## config.mk

```make
export PLATFORM = sky130hd
export DESIGN_NAME = cau_back
export DESIGN_NICKNAME = d
export VERILOG_FILES = /design/src/hdl/complex_arithmetic_unit_defines.svh /design/src/hdl/cau_pkg.sv /design/src/hdl/cau_back.sv
export SDC_FILE = /design/constraint.sdc
export NUM_CORES = 1
export LEC_CHECK = 0
export BUFFER_PORTS_ARGS = -buffer_cell sky130_fd_sc_hd__buf_2
export CAP_MARGIN = 30
export CORE_AREA = 3 3 182 184
export CTS_BUF_LIST = sky130_fd_sc_hd__clkbuf_4 sky130_fd_sc_hd__clkbuf_8
export CTS_CLUSTER_SIZE = 10
export DETAILED_ROUTE_END_ITERATION = 10
export DIE_AREA = 0 0 185 187
export MAX_ROUTING_LAYER = met4
export PLACE_DENSITY = 0.43
export SLEW_MARGIN = 25
export SYNTH_ARGS = -nofsm -noshare
export SYNTH_HDL_FRONTEND = slang
export SYNTH_SLANG_ARGS = --single-unit
```

## constraint.sdc

```tcl
create_clock -name clk_i -period 9 [get_ports clk_i]
set_clock_uncertainty 0.1 [all_clocks]
set_input_delay 0.9 -clock clk_i [delete_from_list [all_inputs] [get_ports clk_i]]
set_output_delay 0.9 -clock clk_i [all_outputs]
set_load 0.1 [all_outputs]
```

## src/hdl/complex_arithmetic_unit_defines.svh

```systemverilog
// Assertion macros for the complex arithmetic unit.
// Used by the top level only; they expand to nothing when SYNTHESIS is defined.
`ifndef COMPLEX_ARITHMETIC_UNIT_DEFINES_SVH
`define COMPLEX_ARITHMETIC_UNIT_DEFINES_SVH
`ifndef SYNTHESIS
`define CAU_ASSERT_IMPL(lbl, pre, post) \
  lbl: assert property (@(posedge clk_i) disable iff (!rst_ni) (pre) |-> (post)) \
    else $error("complex_arithmetic_unit: implication check failed");
`define CAU_ASSERT_NEVER(lbl, cond) \
  lbl: assert property (@(posedge clk_i) disable iff (!rst_ni) !(cond)) \
    else $error("complex_arithmetic_unit: forbidden condition seen");
`else
`define CAU_ASSERT_IMPL(lbl, pre, post)
`define CAU_ASSERT_NEVER(lbl, cond)
`endif
`endif

```

## src/hdl/cau_pkg.sv

```systemverilog
// Package for the complex arithmetic unit: payload structs, codes, cell data
// and the saturation helpers. No dependencies.
package cau_pkg;

  localparam int FRAC_BITS = 16;
  // quotient bits produced by the divider chain, one per cell
  localparam int QBITS = 33;
  localparam int NCELLS = QBITS;
  // remainder / shifted divisor width: 64-bit divisor shifted by up to QBITS
  localparam int CW = 64 + QBITS;
  localparam int IDXW = $clog2(QBITS);

  typedef enum logic [1:0] {
    KIND_ADD = 2'd0,
    KIND_SUB = 2'd1,
    KIND_MUL = 2'd2,
    KIND_DIV = 2'd3
  } kind_e;

  typedef enum logic [1:0] {
    ST_OK  = 2'd0,
    ST_OVF = 2'd1,
    ST_DZ  = 2'd2
  } status_e;

  typedef struct packed {
    kind_e              kind;
    logic signed [31:0] a_re;
    logic signed [31:0] a_im;
    logic signed [31:0] b_re;
    logic signed [31:0] b_im;
  } in_t;

  typedef struct packed {
    logic signed [31:0] res_re;
    logic signed [31:0] res_im;
    status_e            status;
  } out_t;

  typedef struct packed {
    logic        ovf;
    logic [31:0] val;
  } sat_t;

  // data handed from cell to cell
  typedef struct packed {
    kind_e             kind;
    logic              dz;
    sat_t              pre_re;
    sat_t              pre_im;
    logic              neg_re;
    logic              neg_im;
    logic              big_re;
    logic              big_im;
    logic [CW-1:0]     r_re;
    logic [CW-1:0]     r_im;
    logic [QBITS-1:0]  q_re;
    logic [QBITS-1:0]  q_im;
    logic [63:0]       d;
  } cell_t;

  // saturate a signed 65-bit value to 32 bits
  function automatic sat_t sat_s65(input logic signed [64:0] v);
    sat_t s;
    s.ovf = 1'b0;
    s.val = v[31:0];
    if (v > 65'sd2147483647) begin
      s.ovf = 1'b1;
      s.val = 32'h7FFF_FFFF;
    end else if (v < -65'sd2147483648) begin
      s.ovf = 1'b1;
      s.val = 32'h8000_0000;
    end
    return s;
  endfunction

  // saturate a quotient magnitude with its sign; big means at least 2^QBITS
  function automatic sat_t sat_div(input logic neg, input logic big,
                                   input logic [QBITS-1:0] q);
    sat_t             s;
    logic [QBITS-1:0] qq;
    qq = big ? {1'b1, {(QBITS-1){1'b0}}} : q;
    s.ovf = 1'b0;
    s.val = qq[31:0];
    if (neg && (qq != '0)) begin
      if (qq > QBITS'(33'h0_8000_0000)) begin
        s.ovf = 1'b1;
        s.val = 32'h8000_0000;
      end else begin
        s.val = 32'(-qq);
      end
    end else if (qq > QBITS'(33'h0_7FFF_FFFF)) begin
      s.ovf = 1'b1;
      s.val = 32'h7FFF_FFFF;
    end
    return s;
  endfunction

endpackage

```

## src/hdl/cau_back.sv

```systemverilog
// Output stage: quotient saturation, status and the output register.
// Depends on cau_pkg.
module cau_back import cau_pkg::*; (
  input  logic  clk_i,
  input  logic  rst_ni,
  input  logic  in_valid_i,
  output logic  in_stall_o,
  input  cell_t in_data_i,
  output logic  out_valid_o,
  input  logic  out_stall_i,
  output out_t  out_data_o
);

  logic v_q;
  out_t o_d, o_q;
  sat_t s_re, s_im;

  assign in_stall_o = v_q && out_stall_i;

  // pick the direct result or the finished quotient; a zero divisor gives zero and ST_DZ
  always_comb begin
    if (in_data_i.kind == KIND_DIV) begin
      s_re = sat_div(in_data_i.neg_re, in_data_i.big_re, in_data_i.q_re);
      s_im = sat_div(in_data_i.neg_im, in_data_i.big_im, in_data_i.q_im);
    end else begin
      s_re = in_data_i.pre_re;
      s_im = in_data_i.pre_im;
    end
    o_d.res_re = s_re.val;
    o_d.res_im = s_im.val;
    o_d.status = (s_re.ovf || s_im.ovf) ? ST_OVF : ST_OK;
    if (in_data_i.kind == KIND_DIV && in_data_i.dz) begin
      o_d.res_re = '0;
      o_d.res_im = '0;
      o_d.status = ST_DZ;
    end
  end

  always_ff @(posedge clk_i or negedge rst_ni) begin
    if (!rst_ni) begin
      v_q <= 1'b0;
    end else if (!in_stall_o) begin
      v_q <= in_valid_i;
    end
  end

  always_ff @(posedge clk_i) begin
    if (in_valid_i && !in_stall_o) o_q <= o_d;
  end

  assign out_valid_o = v_q;
  assign out_data_o  = o_q;

endmodule

```

# --- Word-level counts from Yosys, hierarchy flattened ---
# Cells that the tools add are included.
op_classes:
  muxes: 13
  n_addsub: 2
  n_reduce_logical: 9
  magnitude_cmp: 4
  eq_ne: 1
op_table:
  columns: ["operator", "count"]
  rows:
  - ["33-bit 2-to-1 mux", 8]
  - ["33-bit by 31-bit greater-than comparator with 1-bit output, second input constant", 2]
  - ["33-bit by 32-bit greater-than comparator with 1-bit output, second input constant", 2]
  - ["33-bit nonzero test", 2]
  - ["32-bit 2-to-1 mux", 2]
  - ["32-bit negator", 2]
  - ["1-bit logical AND", 5]
  - ["1-bit 2-to-1 mux", 3]
  - ["2-bit equality test, second input constant", 1]
  - ["1-bit zero test", 1]
  - ["1-bit logical OR", 1]
word_totals:
  ff_bits: 67
  out_inout_bits: 68

# --- Depth between registers and ports, before layout ---
# Gate-level depths: netlist of run 1.
logic_depth:
  ltp_word: 7
  ltp_mapped: 14

# --- Worst setup path before layout of run 1 ---
# OpenSTA, ideal clock, no wires.
synth_timing:
  path_type: "reg2reg"
  start: "register v_q, in the netlist out_valid_o"
  end: "register o_q (netlist bit out_data_o[0]), enable pin"
  setup_ps: 497
  arrival_ps: 4485
  synth_period_minus_slack_ps: 5082
  setup_slack_ps: 3918
  n_path_buf: 0
  stages_incl_launch_ff: 3
  t_required_ps: 8403
  cell_sequence: "dfrtp_1 -> and2_1 -> nor2b_1"
synth_between:
  elab_chain_cells: 3
synth_rtl:
  columns: ["element", "line_no", "source"]
  rows:
  - ["start, declared", "cau_back.sv:14", "logic v_q;"]
  - ["start signal, assigned", "cau_back.sv:43", "v_q <= in_valid_i;"]
  - ["1-bit logical AND", "cau_back.sv:18", "assign in_stall_o = v_q && out_stall_i;"]
  - ["net in_stall_o", "cau_back.sv:7", "output logic in_stall_o,"]
  - ["1-bit zero test", "cau_back.sv:48", "if (in_valid_i && !in_stall_o) o_q <= o_d;"]
  - ["1-bit logical AND", "cau_back.sv:48", null]
  - ["end signal, assigned", "cau_back.sv:48", null]
  - ["end, declared", "cau_back.sv:15", "out_t o_d, o_q;"]
# The timed path passes the listed nets, and every way through them passes these cells.
# A chain may end at the register's enable or synchronous reset.

# --- Final worst setup path of run 1 ---
layout_timing:
  start: "input port in_data_i[325] (netlist bit)"
  end: "register o_q (netlist bit out_data_o[51]), data pin"
layout_between:
  elab_chain_cells: 5
layout_rtl:
  columns: ["element", "line_no", "source"]
  rows:
  - ["start, declared", "cau_back.sv:8", "input cell_t in_data_i,"]
  - ["33-bit 2-to-1 mux *", "cau_pkg.sv:82", "qq = big ? {1'b1, {(QBITS-1){1'b0}}} : q;"]
  - ["32-bit negator, or another cell as far along", "cau_pkg.sv:90", "s.val = 32'(-qq);"]
  - ["32-bit 2-to-1 mux, or another cell as far along", "cau_pkg.sv:86", "if (qq > QBITS'(33'h0_8000_0000)) begin"]
  - ["33-bit 2-to-1 mux *", "cau_pkg.sv:85", "if (neg && (qq != '0)) begin"]
  - ["33-bit 2-to-1 mux *", "cau_back.sv:22", "if (in_data_i.kind == KIND_DIV) begin"]
# Every way passes the cells marked *; elsewhere a longest branch is shown, timed or not.

==> results of run 1 <==
[worst min-delay path by stage]
stage,endpoint,slack (ns),cells past startpoint
6_report,out_valid_o,0.18,1
5_1_grt,out_valid_o,0.15,1
4_1_cts,out_valid_o,0.16,1
3_5_place_dp,out_valid_o,0.58,1
3_3_place_gp,out_valid_o,0.58,1
2_1_floorplan,out_valid_o,0.50,0
[power breakdown]
part           internal, mW  leakage [nW]  switching (mW)
clock network         0.164         0.109           0.145
registers             0.372         0.641         0.00602
logic                0.0764          1.72           0.284
total                 0.612          2.47           0.435
[state kept, by name, indices dropped and copies added, names as in the netlist]
register	flops
out_data_o	66
out_valid_o	1
[synth_stat cells (7+ instances only)]
master | count | share of area [%]
inv_1 | 8 | 0.58
nand3_1 | 13 | 1.3
o21ai_1 | 7 | 0.68
a31oi_1 | 26 | 3.2
o21ai_0 | 95 | 9.3
a221oi_1 | 14 | 2.4
or3_1 | 19 | 2.3
nor2_1 | 57 | 4.2
nand2_1 | 48 | 3.5
nor4_1 | 14 | 1.7
nor3_1 | 36 | 3.5
a21oi_1 | 59 | 5.7
clkbuf_1 | 28 | 2.0
a211oi_1 | 8 | 1.2
edfxtp_1 | 66 | 39
a21o_1 | 8 | 1.2
[kinds of logic (layout without fill, tap and decap cells)]
family                   count (synthesis)  count (layout)  share of synthesized area (%)
other                                    0               7                              0
AO/OA/AOI/OAI                          272             272                           32.6
adder cells (fa/ha/maj)                  2               2                          0.487
AND/OR/NAND/NOR                        227             227                           22.5
buffers and inverters                   47             244                           4.24
XOR/XNOR                                 4               4                          0.682
multiplexers                             2               2                          0.438
flip-flops                              67              67                           39.1
[cell usage in the layout, fill, tap and decap left out, types with 3 or more instances in the layout]
| cell type | instances |
|---|---|
| buf_2 | 211 |
| o21ai_0 | 94 |
| edfxtp_1 | 66 |
| nor2_1 | 57 |
| a21oi_1 | 57 |
| nand2_1 | 47 |
| nor3_1 | 36 |
| a31oi_1 | 26 |
| or3_1 | 19 |
| nor4_1 | 14 |
| a221oi_1 | 14 |
| nand3_1 | 13 |
| clkbuf_8 | 10 |
| buf_4 | 9 |
| inv_1 | 8 |
| a21o_1 | 8 |
| a211oi_1 | 8 |
| diode_2 | 7 |
| o21ai_1 | 6 |
| o311ai_0 | 6 |
| o211ai_1 | 6 |
| and2_1 | 5 |
| o31ai_1 | 5 |
| or2_2 | 5 |
| nand3b_1 | 5 |
| o22ai_1 | 5 |
| nand4b_1 | 4 |
| a311oi_1 | 4 |
| o21ai_2 | 3 |
| nand4_1 | 3 |
| o31a_1 | 3 |
| nor3b_1 | 3 |
[metal layers]
metal	GRT usage (%)	part of all wire [%]	vias up
met5	-	0	-
met1	19.8	46	2843
met4	2.77	1.1	0
met3	6.87	12	15
li1	-	-	2851
met2	20.7	42	251
[area by class of cell]
| cell class | count | area, um2 | share of cell area [%] |
|---|---|---|---|
| Sequential cell | 67 | 2010 | 29.3 |
| Inverter | 8 | 30.0 | 0.438 |
| Timing Repair Buffer | 220 | 1120 | 16.4 |
| Clock inverter | 6 | 88.8 | 1.30 |
| Multi-Input combinational cell | 507 | 2950 | 43.0 |
| Antenna cell | 7 | 17.5 | 0.255 |
| Clock buffer | 10 | 138 | 2.01 |
| Tap cell | 402 | 503 | 7.34 |
==> metrics, run 1 <==
wire per inst 21.1 um; crit path from in_data_i[325]; DIE HEIGHT 187 um; RSZ-0062 raised after global routing no; WP data arrival 5.13 ns; Post-synth ARST share 1.49%; initial core utilization 16.3%; Setup Crit Path Kind primary input to flip-flop; DPL Wire Length 19.5 mm; Final Core Density 21.7%; setup TNS 0 ns; vias in the first global route 5848; I/O pins 469; setup violators final 0; Clock Tree Buf Depth 2; power density over the cells 153 mW/mm2; grt total ovfl 0; Layout Cells excl Fill 1227; Leak 2.47 nW; first-pass GRT wire length 37.7 mm; max-slew violation count 0; status finished, final reports clean; Core Area 0.0316 mm2; Total Routed Length 25.9 mm; Gate Count Post-Synth 621; full die area 0.0346 mm2; crit-path max cell delay 0.76 ns; CP Cell Sequence buf_2, inv_1, nand2_1, ha_1, o21ai_1, nor3_1, nand3_1, a21oi_2, buf_4, a211oi_1, a311oi_1; die width 185 um; Final WS setup 3.87 ns; Max IR drop VDD 0.0655 mV; clk sinks 67; Achievable Freq 195 MHz; Starting DRT DRC Count 471; post-synthesis sequential area ratio 39.1%; share of cells above drive strength 1 31.8%; post-CTS setup buffers 0; TritonCTS clock tree done; worst min path class primary input to asynchronous set/reset pin; Critical Path Stages 11; number of detailed-route iterations in the first pass 5; min Tclk post-route 5.13 ns; Yosys cell types 67; hold slack 0.183 ns; CTS Root Cell clkbuf_8; # fillers 3535; Yosys reg bits 67; Worst Setup Start Kind primary input; fin nets 1216; CP Buf/Inv Count 3; Synth Warn # 0; maxcap violations 0; initial antenna violation count 9; CTS buffer count 9; Final Hold Vio Count 0; final instance area 0.00686 mm2; Critical Path End out_data_o[51]; CP max FO 29; CTS Hold Bufs 0; dominant synthesized flop cell edfxtp_1; cts repair resizes 0; Mapped Area 0.00514 mm2; worst-margin pin slew 0.966 ns; DR vias 5960; Tot Pwr 1.05 mW; Reg2Reg Launch Point out_valid_o; r2r setup slk 6.48 ns; cell depth of the worst flop-to-flop path 3; largest net degree at the start of global routing 64; Port Buffers 210; slowest CP cell a21oi_2; routed vias/inst 4.86; num rows 65; GRT Util Overall 14.8%; synthesis-to-layout area growth 33.4%; syn_area_per_cell 8.27 um2; clock latency at the later pin of the worst-skew pair 0.37 ns; Top Family by Delay on Critical Path compound AO/OA/AOI/OAI gates; DRC 0; Slew headroom 35.6%; Worst-path clk slew 0.09 ns; number of flops mapped to enable cells by yosys 66; antenna viol nets, final 0; Cell Area, Placed 0.00661 mm2; syn nets 1024; Placed Cells 1204; Placement Setup Slack 3.55 ns; period utilization 57.1%; Worst Path Required 9.00 ns; RR Endpoint out_data_o[25]; routability congestion estimate 0.844; # H-tree levels 3; Crit. End Element flip-flop
(Power assumes the default switching activity.)
==> run 2, diff against run 1 <==
Settings changed: CORE_AREA 3 3 182 184 to 3 3 183 185, DIE_AREA 0 0 185 187 to 0 0 186 188.
Clock period 9 ns to 5.4 ns, I/O delays scaled along.
==> run 2 against run 1 <==
Net effect:
- first-iteration DRC count rose by 14%
- combinational power increased by 67%
- largest cell class unchanged
- flip-flop and latch count stayed put
- clock-buffer cell count is the same
- setup slack lost 2.3 ns
- sequential power rose by 67%
- power rose by 55%
- non-clock buffer count rose by 8
- register-to-register slack lost 3.6 ns
- utilization fell by 0.46 points
- cell count increased by 1.5%
==> metrics, run 2 (synthesized netlist as in run 1, its figures left out) <==
DIE HEIGHT 188 um (+0.53%); CTS Root Cell clkbuf_8; initial core utilization 16.0% (-0.33 points); global routing's busiest layer met2; period utilization 71.2%; share of cells above drive strength 1 31.6% (-0.15 points); TritonCTS clock tree done; Worst Path Required 5.46 ns (-3.54 ns); Max IR drop VDD 0.110 mV (+68%); Core Area 0.0322 mm2 (+2.1%); largest net degree at the start of global routing 46 (-28%); Crit. End Element flip-flop; CTS buffer count 9 (unchanged); routability congestion estimate 0.876 (+3.8%); switching pwr 709 uW (+63%); Port Buffers 210 (unchanged); crit-path max cell delay 0.61 ns (-0.15 ns); sequential power share 39.0% (+2.9 points); wire per inst 20.9 um (-1.2%); routed vias/inst 4.89 (+0.67%); Slew headroom 34.0% (-1.6 points); clk sinks 67 (unchanged); Worst Setup Start Kind primary input; combinational share of power 37.1% (+2.7 points); fin nets 1224 (+0.66%); clock latency at the later pin of the worst-skew pair 0.39 ns (+0.02 ns); Total Routed Length 26.0 mm (+0.26%); Worst-path clk slew 0.09 ns (about the same); Leak 2.48 nW (+0.37%); min Tclk post-route 3.84 ns; number of detailed-route iterations in the first pass 5 (unchanged); cell depth of the worst flop-to-flop path 3 (unchanged); worst-margin pin slew 0.978 ns (+0.0116 ns); max reg flops 66 (unchanged); clock share of power 23.9% (-5.6 points); # H-tree levels 3 (unchanged); final instance area 0.00685 mm2 (about the same); CP Cell Sequence buf_2, inv_1, nand2_1, ha_1, o21ai_1, nor3_1, nand3_1, a21oi_2, buf_4, a211oi_1, a311oi_1; WP data arrival 3.90 ns (-1.23 ns); Achievable Freq 260 MHz; status finished, final reports clean; vias in the first global route 5926 (+1.3%); CP max FO 29 (unchanged); area of the multi-input gates 0.00293 mm2 (-0.51%); max-slew violation count 0 (unchanged); cts repair resizes 0 (unchanged); worst min path class primary input to asynchronous set/reset pin; grt total ovfl 0 (unchanged); power density over the cells 237 mW/mm2 (+55%); P_int 913 uW (+49%); Placed Cells 1217 (+1.1%); Register Area 0.00201 mm2 (unchanged); met1 GRT Util 19.1% (-0.62 points); num rows 66 (+1.5%); Final Core Density 21.3% (-0.46 points); RSZ-0062 raised after global routing no; setup TNS 0 ns (unchanged); full die area 0.0350 mm2 (+1.1%); DPL Wire Length 19.9 mm (+2.0%); DRC 0 (unchanged); Final Hold Vio Count 0 (unchanged); # fillers 3653 (+3.3%); synthesis-to-layout area growth 33.3% (about the same); initial antenna violation count 13 (+4); GRT Util Overall 14.7% (-0.12 points); Tot Pwr 1.62 mW (+55%); slowest CP cell a21oi_2; most frequent cells in the layout buf_2 (211), o21ai_0 (94), edfxtp_1 (66); M2 GR Usage 21.0% (+0.29 points); antenna viol nets, final 0 (unchanged); GR Util met3 6.69% (-0.17 points); commonest non-fill, non-tap cell in the layout buf_2; setup violators final 0 (unchanged); Setup Crit Path Kind primary input to flip-flop; Starting DRT DRC Count 537 (+14%); maxcap violations 0 (unchanged); Cell Area, Placed 0.00666 mm2 (+0.68%); first-pass GRT wire length 37.5 mm (-0.60%); I/O pins 469 (unchanged); Layout Cells excl Fill 1245 (+1.5%); DR vias 6088 (+2.1%); Switching Share 43.7% (+2.2 points); Clock Tree Buf Depth 2 (unchanged); die width 186 um (+0.54%)
==> run 2: worst max-delay path, delay by kind of cell <==
kind / cells / cell delay, ns
AOI/OAI and AO/OA: 4 / 1.29
adders and majority gates: 1 / 0.26
buffers and inverters: 3 / 0.91
and+or+nand+nor: 3 / 0.90
==> run 2: area by class of cell <==
type / count / share of cell area (%)
antenna: 12 / 0.438
clock buffer: 10 / 1.92
clock inverter: 5 / 0.311
inverter: 8 / 0.438
multi-input combinational: 507 / 42.8
sequential: 67 / 29.3
tap: 408 / 7.45
timing repair buffer: 228 / 17.3
==> run 2: power by group through the flow <==
stage               combinational, mW  clock, mW  sequential [mW]
floorplan                       0.161          0            0.894
global placement                0.602          0            0.644
detailed placement              0.603          0            0.644
CTS                             0.605      0.406            0.633
global route                    0.640      0.424            0.637
finish                          0.602      0.387            0.632
==> run 2: metrics by stage <==
step	worst slack, ns	hold WS, ns
final	1.56	0.347
after global placement	1.19	0.215
after floorplan	0.318	0.144
after global routing	1.35	0.325
after detailed placement	1.22	0.216
after CTS	1.63	0.317
==> run 2: what timing repair did <==
action | CTS | global route
hold buffers | 1 | 0
setup buffers | 0 | 0
endpoints found under the hold margin | 1 | 0
==> run 2: layer usage <==
metal	vias up	share of wire, %
li1	2870	-
met1	2864	45
met2	330	42
met3	24	12
met4	0	1.3
met5	-	0
==> run 2: path summary, 6_finish.rpt <==
| kind | startpoint | to | slack (ns) |
|---|---|---|---|
| max in group asynchronous | rst_ni | out_valid_o | 4.77 |
| min reg2reg | out_valid_o | out_valid_o | 0.92 |
| min | rst_ni | out_valid_o | 0.35 |
| max reg2reg | out_valid_o | out_data_o[53] | 2.93 |
| min in group clk_i | in_data_i[392] | out_data_o[65] | 0.35 |
| max | in_data_i[325] | out_data_o[51] | 1.56 |
