### config.mk
export PLATFORM = sky130hd
export DESIGN_NAME = cau_cell
export DESIGN_NICKNAME = d
export VERILOG_FILES = /design/src/hdl/complex_arithmetic_unit_defines.svh /design/src/hdl/cau_pkg.sv /design/src/hdl/cau_cell.sv
export SDC_FILE = /design/constraint.sdc
export NUM_CORES = 1
export LEC_CHECK = 0
export ABC_CLOCK_PERIOD_IN_PS = 23300
export BUFFER_PORTS_ARGS = -buffer_cell sky130_fd_sc_hd__buf_2
export CORE_AREA = 8 8 305 307
export CTS_CLUSTER_SIZE = 25
export DETAILED_ROUTE_END_ITERATION = 10
export DIE_AREA = 0 0 313 315
export GPL_TIMING_DRIVEN = 1
export MAX_ROUTING_LAYER = met4
export PLACE_DENSITY_LB_ADDON = 0.08
export SYNTH_ARGS = -nofsm -noshare
export SYNTH_HDL_FRONTEND = slang
export SYNTH_SLANG_ARGS = --single-unit
export TNS_END_PERCENT = 100
### constraint.sdc
create_clock -name clk_i -period 23.3 [get_ports clk_i]
set_input_delay 3.495 -clock clk_i [delete_from_list [all_inputs] [get_ports clk_i]]
set_output_delay 3.495 -clock clk_i [all_outputs]
set_load 0.01 [all_outputs]
### src/hdl/complex_arithmetic_unit_defines.svh
// Assertion macros for the complex arithmetic unit.
// Used by the top level only; they expand to nothing when SYNTHESIS is defined.
`ifndef COMPLEX_ARITHMETIC_UNIT_DEFINES_SVH
`define COMPLEX_ARITHMETIC_UNIT_DEFINES_SVH
`ifndef SYNTHESIS
`define CAU_ASSERT_IMPL(lbl, pre, post) \
  lbl: assert property (@(posedge clk_i) disable iff (!rst_ni) (pre) |-> (post)) \
    else $error("complex_arithmetic_unit: implication check failed");
`define CAU_ASSERT_NEVER(lbl, cond) \
  lbl: assert property (@(posedge clk_i) disable iff (!rst_ni) !(cond)) \
    else $error("complex_arithmetic_unit: forbidden condition seen");
`else
`define CAU_ASSERT_IMPL(lbl, pre, post)
`define CAU_ASSERT_NEVER(lbl, cond)
`endif
`endif

### src/hdl/cau_pkg.sv
// Package for the complex arithmetic unit: payload structs, codes, cell data
// and the saturation helpers. No dependencies.
package cau_pkg;

  localparam int FRAC_BITS = 16;
  // quotient bits produced by the divider chain, one per cell
  localparam int QBITS = 33;
  localparam int NCELLS = QBITS;
  // remainder / shifted divisor width: 64-bit divisor shifted by up to QBITS
  localparam int CW = 64 + QBITS;
  localparam int IDXW = $clog2(QBITS);

  typedef enum logic [1:0] {
    KIND_ADD = 2'd0,
    KIND_SUB = 2'd1,
    KIND_MUL = 2'd2,
    KIND_DIV = 2'd3
  } kind_e;

  typedef enum logic [1:0] {
    ST_OK  = 2'd0,
    ST_OVF = 2'd1,
    ST_DZ  = 2'd2
  } status_e;

  typedef struct packed {
    kind_e              kind;
    logic signed [31:0] a_re;
    logic signed [31:0] a_im;
    logic signed [31:0] b_re;
    logic signed [31:0] b_im;
  } in_t;

  typedef struct packed {
    logic signed [31:0] res_re;
    logic signed [31:0] res_im;
    status_e            status;
  } out_t;

  typedef struct packed {
    logic        ovf;
    logic [31:0] val;
  } sat_t;

  // data handed from cell to cell
  typedef struct packed {
    kind_e             kind;
    logic              dz;
    sat_t              pre_re;
    sat_t              pre_im;
    logic              neg_re;
    logic              neg_im;
    logic              big_re;
    logic              big_im;
    logic [CW-1:0]     r_re;
    logic [CW-1:0]     r_im;
    logic [QBITS-1:0]  q_re;
    logic [QBITS-1:0]  q_im;
    logic [63:0]       d;
  } cell_t;

  // saturate a signed 65-bit value to 32 bits
  function automatic sat_t sat_s65(input logic signed [64:0] v);
    sat_t s;
    s.ovf = 1'b0;
    s.val = v[31:0];
    if (v > 65'sd2147483647) begin
      s.ovf = 1'b1;
      s.val = 32'h7FFF_FFFF;
    end else if (v < -65'sd2147483648) begin
      s.ovf = 1'b1;
      s.val = 32'h8000_0000;
    end
    return s;
  endfunction

  // saturate a quotient magnitude with its sign; big means at least 2^QBITS
  function automatic sat_t sat_div(input logic neg, input logic big,
                                   input logic [QBITS-1:0] q);
    sat_t             s;
    logic [QBITS-1:0] qq;
    qq = big ? {1'b1, {(QBITS-1){1'b0}}} : q;
    s.ovf = 1'b0;
    s.val = qq[31:0];
    if (neg && (qq != '0)) begin
      if (qq > QBITS'(33'h0_8000_0000)) begin
        s.ovf = 1'b1;
        s.val = 32'h8000_0000;
      end else begin
        s.val = 32'(-qq);
      end
    end else if (qq > QBITS'(33'h0_7FFF_FFFF)) begin
      s.ovf = 1'b1;
      s.val = 32'h7FFF_FFFF;
    end
    return s;
  endfunction

endpackage

### src/hdl/cau_cell.sv
// Divider cell: one restoring quotient bit for both parts per transaction.
// Depends on cau_pkg.
module cau_cell import cau_pkg::*; (
  input  logic            clk_i,
  input  logic            rst_ni,
  input  logic [IDXW-1:0] shift_i,
  input  logic            in_valid_i,
  output logic            in_stall_o,
  input  cell_t           in_data_i,
  output logic            out_valid_o,
  input  logic            out_stall_i,
  output cell_t           out_data_o
);

  logic          v_q;
  cell_t         c_d, c_q;
  logic [CW-1:0] dsh;
  logic          ge_re, ge_im;

  assign in_stall_o = v_q && out_stall_i;

  // compare against the divisor weighted by this cell's bit
  always_comb begin
    c_d   = in_data_i;
    dsh   = CW'(in_data_i.d) << shift_i;
    ge_re = (in_data_i.r_re >= dsh);
    ge_im = (in_data_i.r_im >= dsh);
    if (ge_re) c_d.r_re = in_data_i.r_re - dsh;
    if (ge_im) c_d.r_im = in_data_i.r_im - dsh;
    c_d.q_re = {in_data_i.q_re[QBITS-2:0], ge_re};
    c_d.q_im = {in_data_i.q_im[QBITS-2:0], ge_im};
  end

  always_ff @(posedge clk_i or negedge rst_ni) begin
    if (!rst_ni) begin
      v_q <= 1'b0;
    end else if (!in_stall_o) begin
      v_q <= in_valid_i;
    end
  end

  always_ff @(posedge clk_i) begin
    if (in_valid_i && !in_stall_o) c_q <= c_d;
  end

  assign out_valid_o = v_q;
  assign out_data_o  = c_q;

endmodule

# Word level (Yosys, flattened, before mapping)
# Index checks and enable logic that the tools add are counted.
[classes]
n_addsub = 2
multipliers = 0
div = 0
order_cmp = 2
eq_ne = 0
shifts = 1
muxes = 2
bitwise = 0
n_reduce_logical = 3
[ops]
columns = ["operator", "n"]
rows = [
  ["97-bit >= comparator", 2],
  ["97-bit two-way mux", 2],
  ["97-bit subtractor", 2],
  ["64-bit by 6-bit left shift with 97-bit output", 1],
  ["1-bit logical AND", 2],
  ["1-bit zero test", 1],
]
[totals]
ff_bits = 398
latchBits = 0
mem_bits_rw = 0
mem_bits_ro = 0
in_bits = 407
out_inout_bits = 399
elab_cells = 26
memories = 0

# Logic depth before layout (Yosys ltp)
# Gate-level depths: netlist of the first run.
[depth]
ltp_word = 3
ltp_mapped = 28
ltp_nobuf = 22

# Worst setup path before layout of the first run
# Ideal clock, no wire load.
[synth_path]
path_kind = "input port to flip-flop"
startpoint = "input out_stall_i"
endpoint = "register c_q (netlist bit out_data_o[0]), enable pin"
setup_time_ns = 1.210
arrival_ns = 21.105
required_ns = 22.090
path_slack_ns = 0.985
cell_stages = 2
path_buffers = 0
cell_sequence = "and2_1 nor2b_1"
[synth_via]
elab_chain_cells = 3
[synth_rtl]
columns = ["element", "line", "rtl"]
rows = [
  ["start, declared", "cau_cell.sv:11", "input logic out_stall_i,"],
  ["1-bit logical AND", "cau_cell.sv:20", "assign in_stall_o = v_q && out_stall_i;"],
  ["1-bit zero test", "cau_cell.sv:43", "if (in_valid_i && !in_stall_o) c_q <= c_d;"],
  ["1-bit logical AND", "cau_cell.sv:43", ""],
  ["end signal, assigned", "cau_cell.sv:43", ""],
  ["end, declared", "cau_cell.sv:16", "cell_t c_d, c_q;"],
]
# No other way between the ends.
# A chain may end at the register's enable or synchronous reset.

==> qor.csv, run 1 <==
metric;value;unit
Mean Syn Cell Area;9.13;um2
share of cells above drive strength 1;24.9;%
CP Cell Sequence;buf_2 > buf_4 > inv_1 > buf_4 > nand2_1 > o21ai_0 > o21ai_0 > nand2_1 > ha_1 > nand2_2 > nor4_4 > nand4_1 > a31oi_1 > nor2_1 > o31ai_4 > a41oi_1 > o21bai_4 > buf_4 > buf_4 > nor2_1 > a21oi_1;
post-synthesis sequential area ratio;38.4;%
total grt overflow;0;
largest net degree at the start of global routing;128;
Critical Path Fanout Max;87;
Max VDD drop;52.9;uV
CTS HTree Levels;2;
post-DP HPWL;125;mm
Crit Path Category;in2reg;
mapped cell area;0.0311;mm2
IO Count;806;
dpl ws;11320;ps
RSZ-0062 raised after global routing;false;
synth top area cells;edfxtp_1, ha_1, a21oi_1;
setup TNS;0;ps
Synth cell types;89;
Setup crit end kind;flip-flop;
Post-Syn Nets;4018;
Slew headroom;15.6;%
Power Density;75.9;mW/mm2
worst path bufs/invs;6;
Fin. Hold Viols;0;
CTS Hold Bufs;0;
post-synth top area cell;edfxtp_1;
Vias/cell;5.62;
clk buf depth;3;
wire per inst;27.8;um
post-route insts no fill;5287;
Die W;313;um
hold slack;861;ps
drt initial violations;2611;
cell count after synthesis;3405;
clk_lat worst skew;610;ps
Slew @ Worst Pin;1250;ps
Rows;109;
Synth Warn #;0;
cts repair resizes;0;
Clock power frac;26.1;%
HP Class;reg2reg;
1st-pass router iterations;5;
IO buf count;803;
LEAKAGE;0.0153;uW
Post-synth top flop;edfxtp_1;
crit-path max cell delay;1010;ps
first-pass GRT wire length;206;mm
critical path required time;23620;ps
register area;0.0119;mm2
DRC;0;
Total Power;2840;uW
number of synthesized register bits;398;
Final Wtd Congestion;0.947;
run status;finished, final reports clean;
final setup fails;0;
Die Y;315;um
Post-Place Cells;5187;
Root Buffer;clkbuf_16;
Reg clk slew, reported paths;60;ps
final period utilization;49.5;%
antenna violations before repair;36;
Sequential Power Share;32.3;%
routed via count;29700;
setup bufs post-CTS;0;
clk_skew;21.4;ps
Sw Ratio;39.0;%
vias in the first global route;28500;
FILL cells;8993;
Async SR Flop Fraction;0.251;%
clk sinks;398;
Internal Pwr Total;1730;uW
Yosys top cell area share;38.3;%
slowest CP cell;o21bai_4;
NumNets Final;4684;
CTS tree;yes;
most frequent cells after synthesis;a21oi_1, edfxtp_1, nand2_1;
Starting Density;35.4;%
fin crit period;11530;ps
max-slew violation count;0;
core footprint;0.0880;mm2
sw power;1110;uW
Post-synth EDFFs;397;
MaxCap Viol Count;0;
Area Growth Syn to Fin;20.5;%
Worst Path Arrival;11850;ps
WL final;147;mm
antenna-violating nets left;0;
cell with the most instances after synthesis;a21oi_1;
gr usage total;29.1;%
Achievable Freq;86.7;MHz
crit path launch type;primary input;
Final WS setup;11770;ps
Logic pwr share;41.6;%
crit-path most repeated cell;buf_4;
critical path's top delay family;compound AO/OA/AOI/OAI gates;
CTS buffer count;47;
footprint of the multi-input gates;0.0180;mm2
die area;0.0986;mm2
==> cell usage in the layout, fill, tap and decap left out, drive strengths merged, types with 15 or more instances in the layout <==
cell type    n
clkinv      18
mux4        48
nor4        21
a21boi      15
o21bai      54
mux2        49
buf        822
nor2b       23
inv         82
o21a        38
o211ai      20
and3        17
nand2      387
edfxtp     397
nand2b      21
mux2i       93
a22oi       15
a21o        68
diode       18
nor3        40
nand4      100
nor2       349
clkbuf      52
o21ai      276
ha         204
and2        16
xnor2       99
a31oi       28
or3         18
xor2        80
o31ai       19
a21oi      465
nand3       28
==> worst min-delay path, cell delays in order, from the launching register on <==
cell and delay, ps:
dfrtp_1 330, and2_1 320, or2_2 180
==> metrics by stage <==
stage	util, %	instance area [um2]
final	42.6	37500
after global routing	42.6	37500
after detailed placement	40.8	35900
after floorplan	-	31100
after CTS	42.6	37400
after global placement	40.8	35900
==> cell families (layout without fill, tap and decap cells) <==
group / count (synthesis) / count (layout) / synth area share (%)
flops: 398 / 398 / 38.4
simple gates: 1050 / 1050 / 15.2
other cells: 0 / 18 / 0
compound gates: 1097 / 1097 / 21.1
xor+xnor: 179 / 179 / 5.04
mux: 190 / 190 / 8.24
fa+ha+maj: 206 / 206 / 8.34
buf+inv: 285 / 984 / 3.67
==> power by group through the flow <==
stage	sequential [uW]	clock, uW	combinational, uW
after detailed placement	933	0	1170
after CTS	919	764	1170
after global routing	924	792	1280
after global placement	932	0	1170
after floorplan	993	0	697
final	918	743	1180
==> final cells by class <==
cell class | count | area share, %
flip-flops and latches | 398 | 31.9
clock buffers | 52 | 3.19
repair buffers | 822 | 11.1
clock inverters | 30 | 0.875
diodes | 18 | 0.120
inverters | 80 | 0.808
well taps | 1165 | 3.89
multi-input cells | 2722 | 48.1
==> registers in the layout, indices dropped and copies added, names as in the netlist <==
| signal | cells |
|---|---|
| out_valid_o | 1 |
| out_data_o | 397 |
==> worst paths after layout <==
kind	depth (start not counted)	end	slack, ps	startpoint
worst max-delay path	21	out_data_o[185]	11770	shift_i[3]
worst min-delay path	2	out_valid_o	860	out_valid_o
worst max register to register	5	out_data_o[323]	19630	out_valid_o
worst min register to register	2	out_valid_o	860	out_valid_o
max in group asynchronous	1	out_valid_o	20550	rst_ni
min in group asynchronous	1	out_valid_o	2670	rst_ni
==> metal layers <==
| metal | track usage [%] | up-vias | share of wire (%) |
|---|---|---|---|
| li1 | - | 14100 | - |
| met1 | 36.5 | 14200 | 42 |
| met2 | 48.1 | 1220 | 48 |
| met3 | 5.34 | 188 | 6.9 |
| met4 | 7.96 | 0 | 3.1 |
| met5 | - | - | 0 |
Note: power is estimated with default switching activity, not from simulation.
==> inputs of run 2 (changes only) <==
- ABC_CLOCK_PERIOD_IN_PS: 23300 -> 10410
- clock period: 23.3 -> 10.41 ns (I/O delays scaled with it)
==> qor.csv, run 2 (synthesized netlist as in run 1, its figures left out) <==
metric;value;unit
Die Y;315;um
LEAKAGE;0.0153;uW
MaxCap Viol Count;0;
1st-pass router iterations;6;
Sequential Power Share;32.0;%
Fin. Hold Viols;0;
clk buf depth;3;
Starting Density;35.4;%
reg2reg start;out_valid_o;
Slew headroom;25.4;%
Achievable Freq;121;MHz
gr usage total;29.2;%
Reg2Reg Depth;4;
hold_sp;out_valid_o;
first-pass GRT wire length;207;mm
Post-Place Cells;5187;
worst path bufs/invs;2;
crit-path max cell delay;980;ps
Hold Crit Depth;2;
Vias/cell;5.64;
RSZ-0062 raised after global routing;false;
Setup crit end kind;flip-flop;
crit path launch type;primary input;
CTS tree;yes;
fin crit period;8240;ps
Final Wtd Congestion;0.972;
r2r setup slk;7720;ps
wire per inst;27.9;um
Clock power frac;26.4;%
setup TNS;0;ps
post-route insts no fill;5287;
Final WS setup;2170;ps
largest net degree at the start of global routing;146;
Die W;313;um
CTS HTree Levels;2;
final core area utilization;42.7;%
Slew @ Worst Pin;1110;ps
clk_lat worst skew;640;ps
Power Density;171;mW/mm2
final period utilization;79.1;%
CTS Hold Bufs;0;
critical path required time;10740;ps
die area;0.0986;mm2
Max VDD drop;128;uV
Area Growth Syn to Fin;20.8;%
Total Power;6410;uW
cts repair resizes;0;
run status;finished, final reports clean;
Logic pwr share;41.6;%
slowest CP cell;o21bai_4;
antenna violations before repair;32;
critical path's top delay family;compound AO/OA/AOI/OAI gates;
drt initial violations;2766;
dpl ws;1660;ps
Root Buffer;clkbuf_16;
NumNets Final;4685;
crit-path most repeated cell;nand2_1;
share of cells above drive strength 1;24.9;%
core footprint;0.0880;mm2
DRC;0;
CP Cell Sequence;buf_4 > mux2i_1 > nand2_1 > o21ai_0 > nor3_1 > nand2_1 > o21ai_0 > nand2_1 > ha_1 > nand4_2 > nor4_4 > nand4_1 > a31oi_1 > nor2_1 > o31ai_4 > a41oi_1 > o21bai_4 > buf_12 > nor2_1 > a21oi_1;
sw power;2510;uW
WL final;148;mm
worst flop-to-flop path endpoint;out_data_o[12];
Critical Path Fanout Max;70;
vias in the first global route;28900;
commonest non-fill, non-tap cell in the layout;buf_2;
post-DP HPWL;126;mm
IO buf count;803;
antenna-violating nets left;0;
Rows;109;
max reg flops;397;
Worst Path Arrival;8560;ps
setup bufs post-CTS;0;
final setup fails;0;
Internal Pwr Total;3900;uW
IO Count;806;
Sw Ratio;39.1;%
clk_skew;34.1;ps
max-slew violation count;0;
HP Class;reg2reg;
routed via count;29800;
CTS buffer count;48;
clk sinks;398;
Crit Path Category;in2reg;
Reg clk slew, reported paths;60;ps
most frequent cells in the layout;buf_2, a21oi_1, edfxtp_1, nand2_1, nor2_1;
WHS Endpoint;out_valid_o;
total grt overflow;0;
[run 2: changes by cell type in the layout (fill, tap and decap cells not counted), sizes merged]
cell      previous run  this run
clkbuf              52        57
clkinv              18        13
bufinv               6         5
clkinvlp             4         5
[run 2: cell type report]
cell class	count	area [um2]
antenna	18	45.0
clock buffer	57	1260
clock inverter	25	290
fill	8949	50400
inverter	80	303
multi-input combinational	2722	18000
sequential	398	11900
tap	1165	1460
timing repair buffer	822	4240
[run 2: metal layers]
| layer | GRT usage, % | vias to the layer above | wire [um] |
|---|---|---|---|
| met2 | 49.5 | 1168 | 72400 |
| li1 | - | 14100 | - |
| met4 | 6.46 | 0 | 3460 |
| met1 | 36.5 | 14400 | 61800 |
| met5 | - | - | 0 |
| met3 | 5.17 | 174 | 10100 |
[run 2: power groups by stage]
stage	registers, uW	logic [uW]	clock network [uW]
after floorplan	2180	1560	0
after global placement	2080	2640	0
after detailed placement	2090	2620	0
after CTS	2050	2640	1740
after global routing	2070	2880	1790
final	2050	2660	1690
[run 2: worst min-delay path: cells and delay by family (launching register included)]
family	cells	cell delay [ps]
flip-flops	1	330
AND/OR/NAND/NOR	2	350
[run 2: through the flow]
step	area (um2)	hold slack [ps]
finish	37600	703
global placement	36000	703
CTS	37500	679
detailed placement	36000	699
floorplan	31100	790
global route	37600	693
[run 2: worst max-delay path by stage]
stage | start | end | slack [ps] | cells past startpoint
6_report | shift_i[0] | out_data_o[177] | 2170 | 20
5_1_grt | shift_i[0] | out_data_o[173] | 1730 | 21
4_1_cts | shift_i[0] | out_data_o[177] | 2320 | 20
3_5_place_dp | shift_i[0] | out_data_o[173] | 1660 | 19
3_3_place_gp | shift_i[0] | out_data_o[183] | 1660 | 19
2_1_floorplan | out_stall_i | out_data_o[0] | 2300 | 2
==> inputs of run 3 (changes only) <==
- ABC_AREA: default -> 1
- ABC_CLOCK_PERIOD_IN_PS: 10410 -> 8000
- CORE_AREA: 8 8 305 307 -> default
- CORE_MARGIN: default -> 8
- CORE_UTILIZATION: default -> 45
- DIE_AREA: 0 0 313 315 -> default
- clock period: 10.41 -> 8 ns (I/O delays scaled with it)
==> qor.csv, run 3 <==
metric;value;unit
max-slew violation count;0;
top sig layer;met4;
final period utilization;78.6;%
HP Class;in2async;
Die Y;314;um
Async SR Flop Fraction;0.251;%
reg2reg start;out_valid_o;
Power Density;185;mW/mm2
CTS tree;yes;
vias in the first global route;42000;
synth top area cells;edfxtp_1, nand2_1, inv_1;
crit-path most repeated cell;nand2_1;
antenna violations before repair;21;
gr usage total;38.9;%
clk_lat worst skew;660;ps
most frequent cells in the layout;nand2_1, inv_1, buf_2, nor2_1, edfxtp_1;
Final Wtd Congestion;1.10;
Worst Path Arrival;6640;ps
total grt overflow;0;
DR WL met3;16.9;mm
post-DP HPWL;166;mm
wire per inst;22.7;um
run status;finished with violations;
Post-Syn Nets;7256;
largest net degree at the start of global routing;168;
CTS HTree Levels;2;
1st-pass router iterations;9;
CTS buffer count;46;
worst setup path start;shift_i[0];
slowest CP cell;ha_1;
number of synthesized register bits;398;
DRC;0;
final core area utilization;53.2;%
clk buf depth;3;
Rows;109;
IO buf count;803;
Synth cell types;40;
core footprint;0.0881;mm2
Crit Path Category;in2reg;
share of cells above drive strength 1;13.9;%
cell count after synthesis;6643;
Critical Path Fanout Max;63;
Reg clk slew, reported paths;60;ps
mapped cell area;0.0399;mm2
Achievable Freq;159;MHz
commonest non-fill, non-tap cell in the layout;nand2_1;
IO Count;806;
RSZ-0062 raised after global routing;false;
clk_skew;28.9;ps
Post-synth top flop;edfxtp_1;
Setup crit end kind;flip-flop;
MaxCap Viol Count;1;
die area;0.0984;mm2
cell with the most instances after synthesis;nand2_1;
violations in the final reports;capacitance limit;
NumNets Final;8025;
Root Buffer;clkbuf_16;
fin crit period;6290;ps
setup bufs post-CTS;0;
Area Growth Syn to Fin;17.6;%
Mean Syn Cell Area;6.00;um2
Vias/cell;5.33;
Die W;314;um
clk sinks;398;
crit-path max cell delay;660;ps
setup TNS;0;ps
drt initial violations;5101;
Synth Warn #;0;
WL final;196;mm
Fin. Hold Viols;0;
Slew @ Worst Pin;1460;ps
routed via count;46000;
M1 WL;77.9;mm
Max VDD drop;168;uV
post-synth top area cell;edfxtp_1;
post-synthesis sequential area ratio;30.0;%
CTS Hold Bufs;0;
max reg flops;397;
cts repair resizes;0;
Yosys top cell area share;29.9;%
first-pass GRT wire length;275;mm
DR WL met2;89.9;mm
Slew headroom;1.38;%
critical path required time;8350;ps
Reg2Reg Depth;5;
final setup fails;0;
crit path launch type;primary input;
Starting Density;45.3;%
most frequent cells after synthesis;nand2_1, inv_1, nor2_1;
LEAKAGE;0.0269;uW
antenna-violating nets left;0;
Post-synth EDFFs;397;
-- run 3: final timing paths --
check / to / slack (ps)
max: out_data_o[159] / 1710
min: out_valid_o / 330
max reg2reg: out_data_o[63] / 5290
min reg2reg: out_valid_o / 530
max in group asynchronous: out_valid_o / 7590
min in group clk_i: out_valid_o / 530
-- run 3: final cells by class --
class / count / area (um2)
antenna: 16 / 40.0
fill: 9277 / 41200
multi-input combinational: 4828 / 22500
clock inverter: 32 / 279
tap: 1165 / 1460
clock buffer: 53 / 1180
inverter: 1252 / 4700
sequential: 398 / 11900
timing repair buffer: 886 / 4780
-- run 3: kinds of logic (layout without fill, tap and decap cells) --
group / Yosys count / in the layout / share of synthesized area [%]
compound gates: 354 / 354 / 4.99
xor+xnor: 110 / 110 / 2.42
fa+ha+maj: 206 / 206 / 6.50
buf+inv: 1417 / 2223 / 13.6
flops: 398 / 398 / 30.0
other cells: 0 / 16 / 0
simple gates: 4158 / 4158 / 42.5
-- run 3: where the power goes --
| part | switching, uW | total, uW | internal, uW |
|---|---|---|---|
| sequential | 73.8 | 2660 | 2590 |
| combinational | 2760 | 3910 | 1160 |
| clock | 964 | 2100 | 1140 |
| total | 3800 | 8680 | 4890 |
-- run 3: worst max-delay path, delay by kind of cell --
kind / cells / cell delay (ps)
AND/OR/NAND/NOR: 14 / 2010
buffers and inverters: 6 / 1550
adder cells (fa/ha/maj): 1 / 660
AO/OA/AOI/OAI: 4 / 1180
-- run 3: through the flow --
step                      hold slack, ps  std cells  power [uW]  area [um2]  worst slack (ps)
after floorplan                      525       6643        5010       39900               333
after global placement               467       8529        6480       45400              1440
after detailed placement             512       8529        6500       45400              1350
after CTS                            305       8614        8610       46900              2000
after global routing                 314       8629        9120       46900              1420
final                                326       8630        8680       46900              1710
-- run 3: layer usage --
layer | vias to the layer above | track usage [%]
li1 | 22200 | -
met1 | 21100 | 48.3
met2 | 2269 | 62.3
met3 | 398 | 5.33
met4 | 0 | 19.0
met5 | - | -
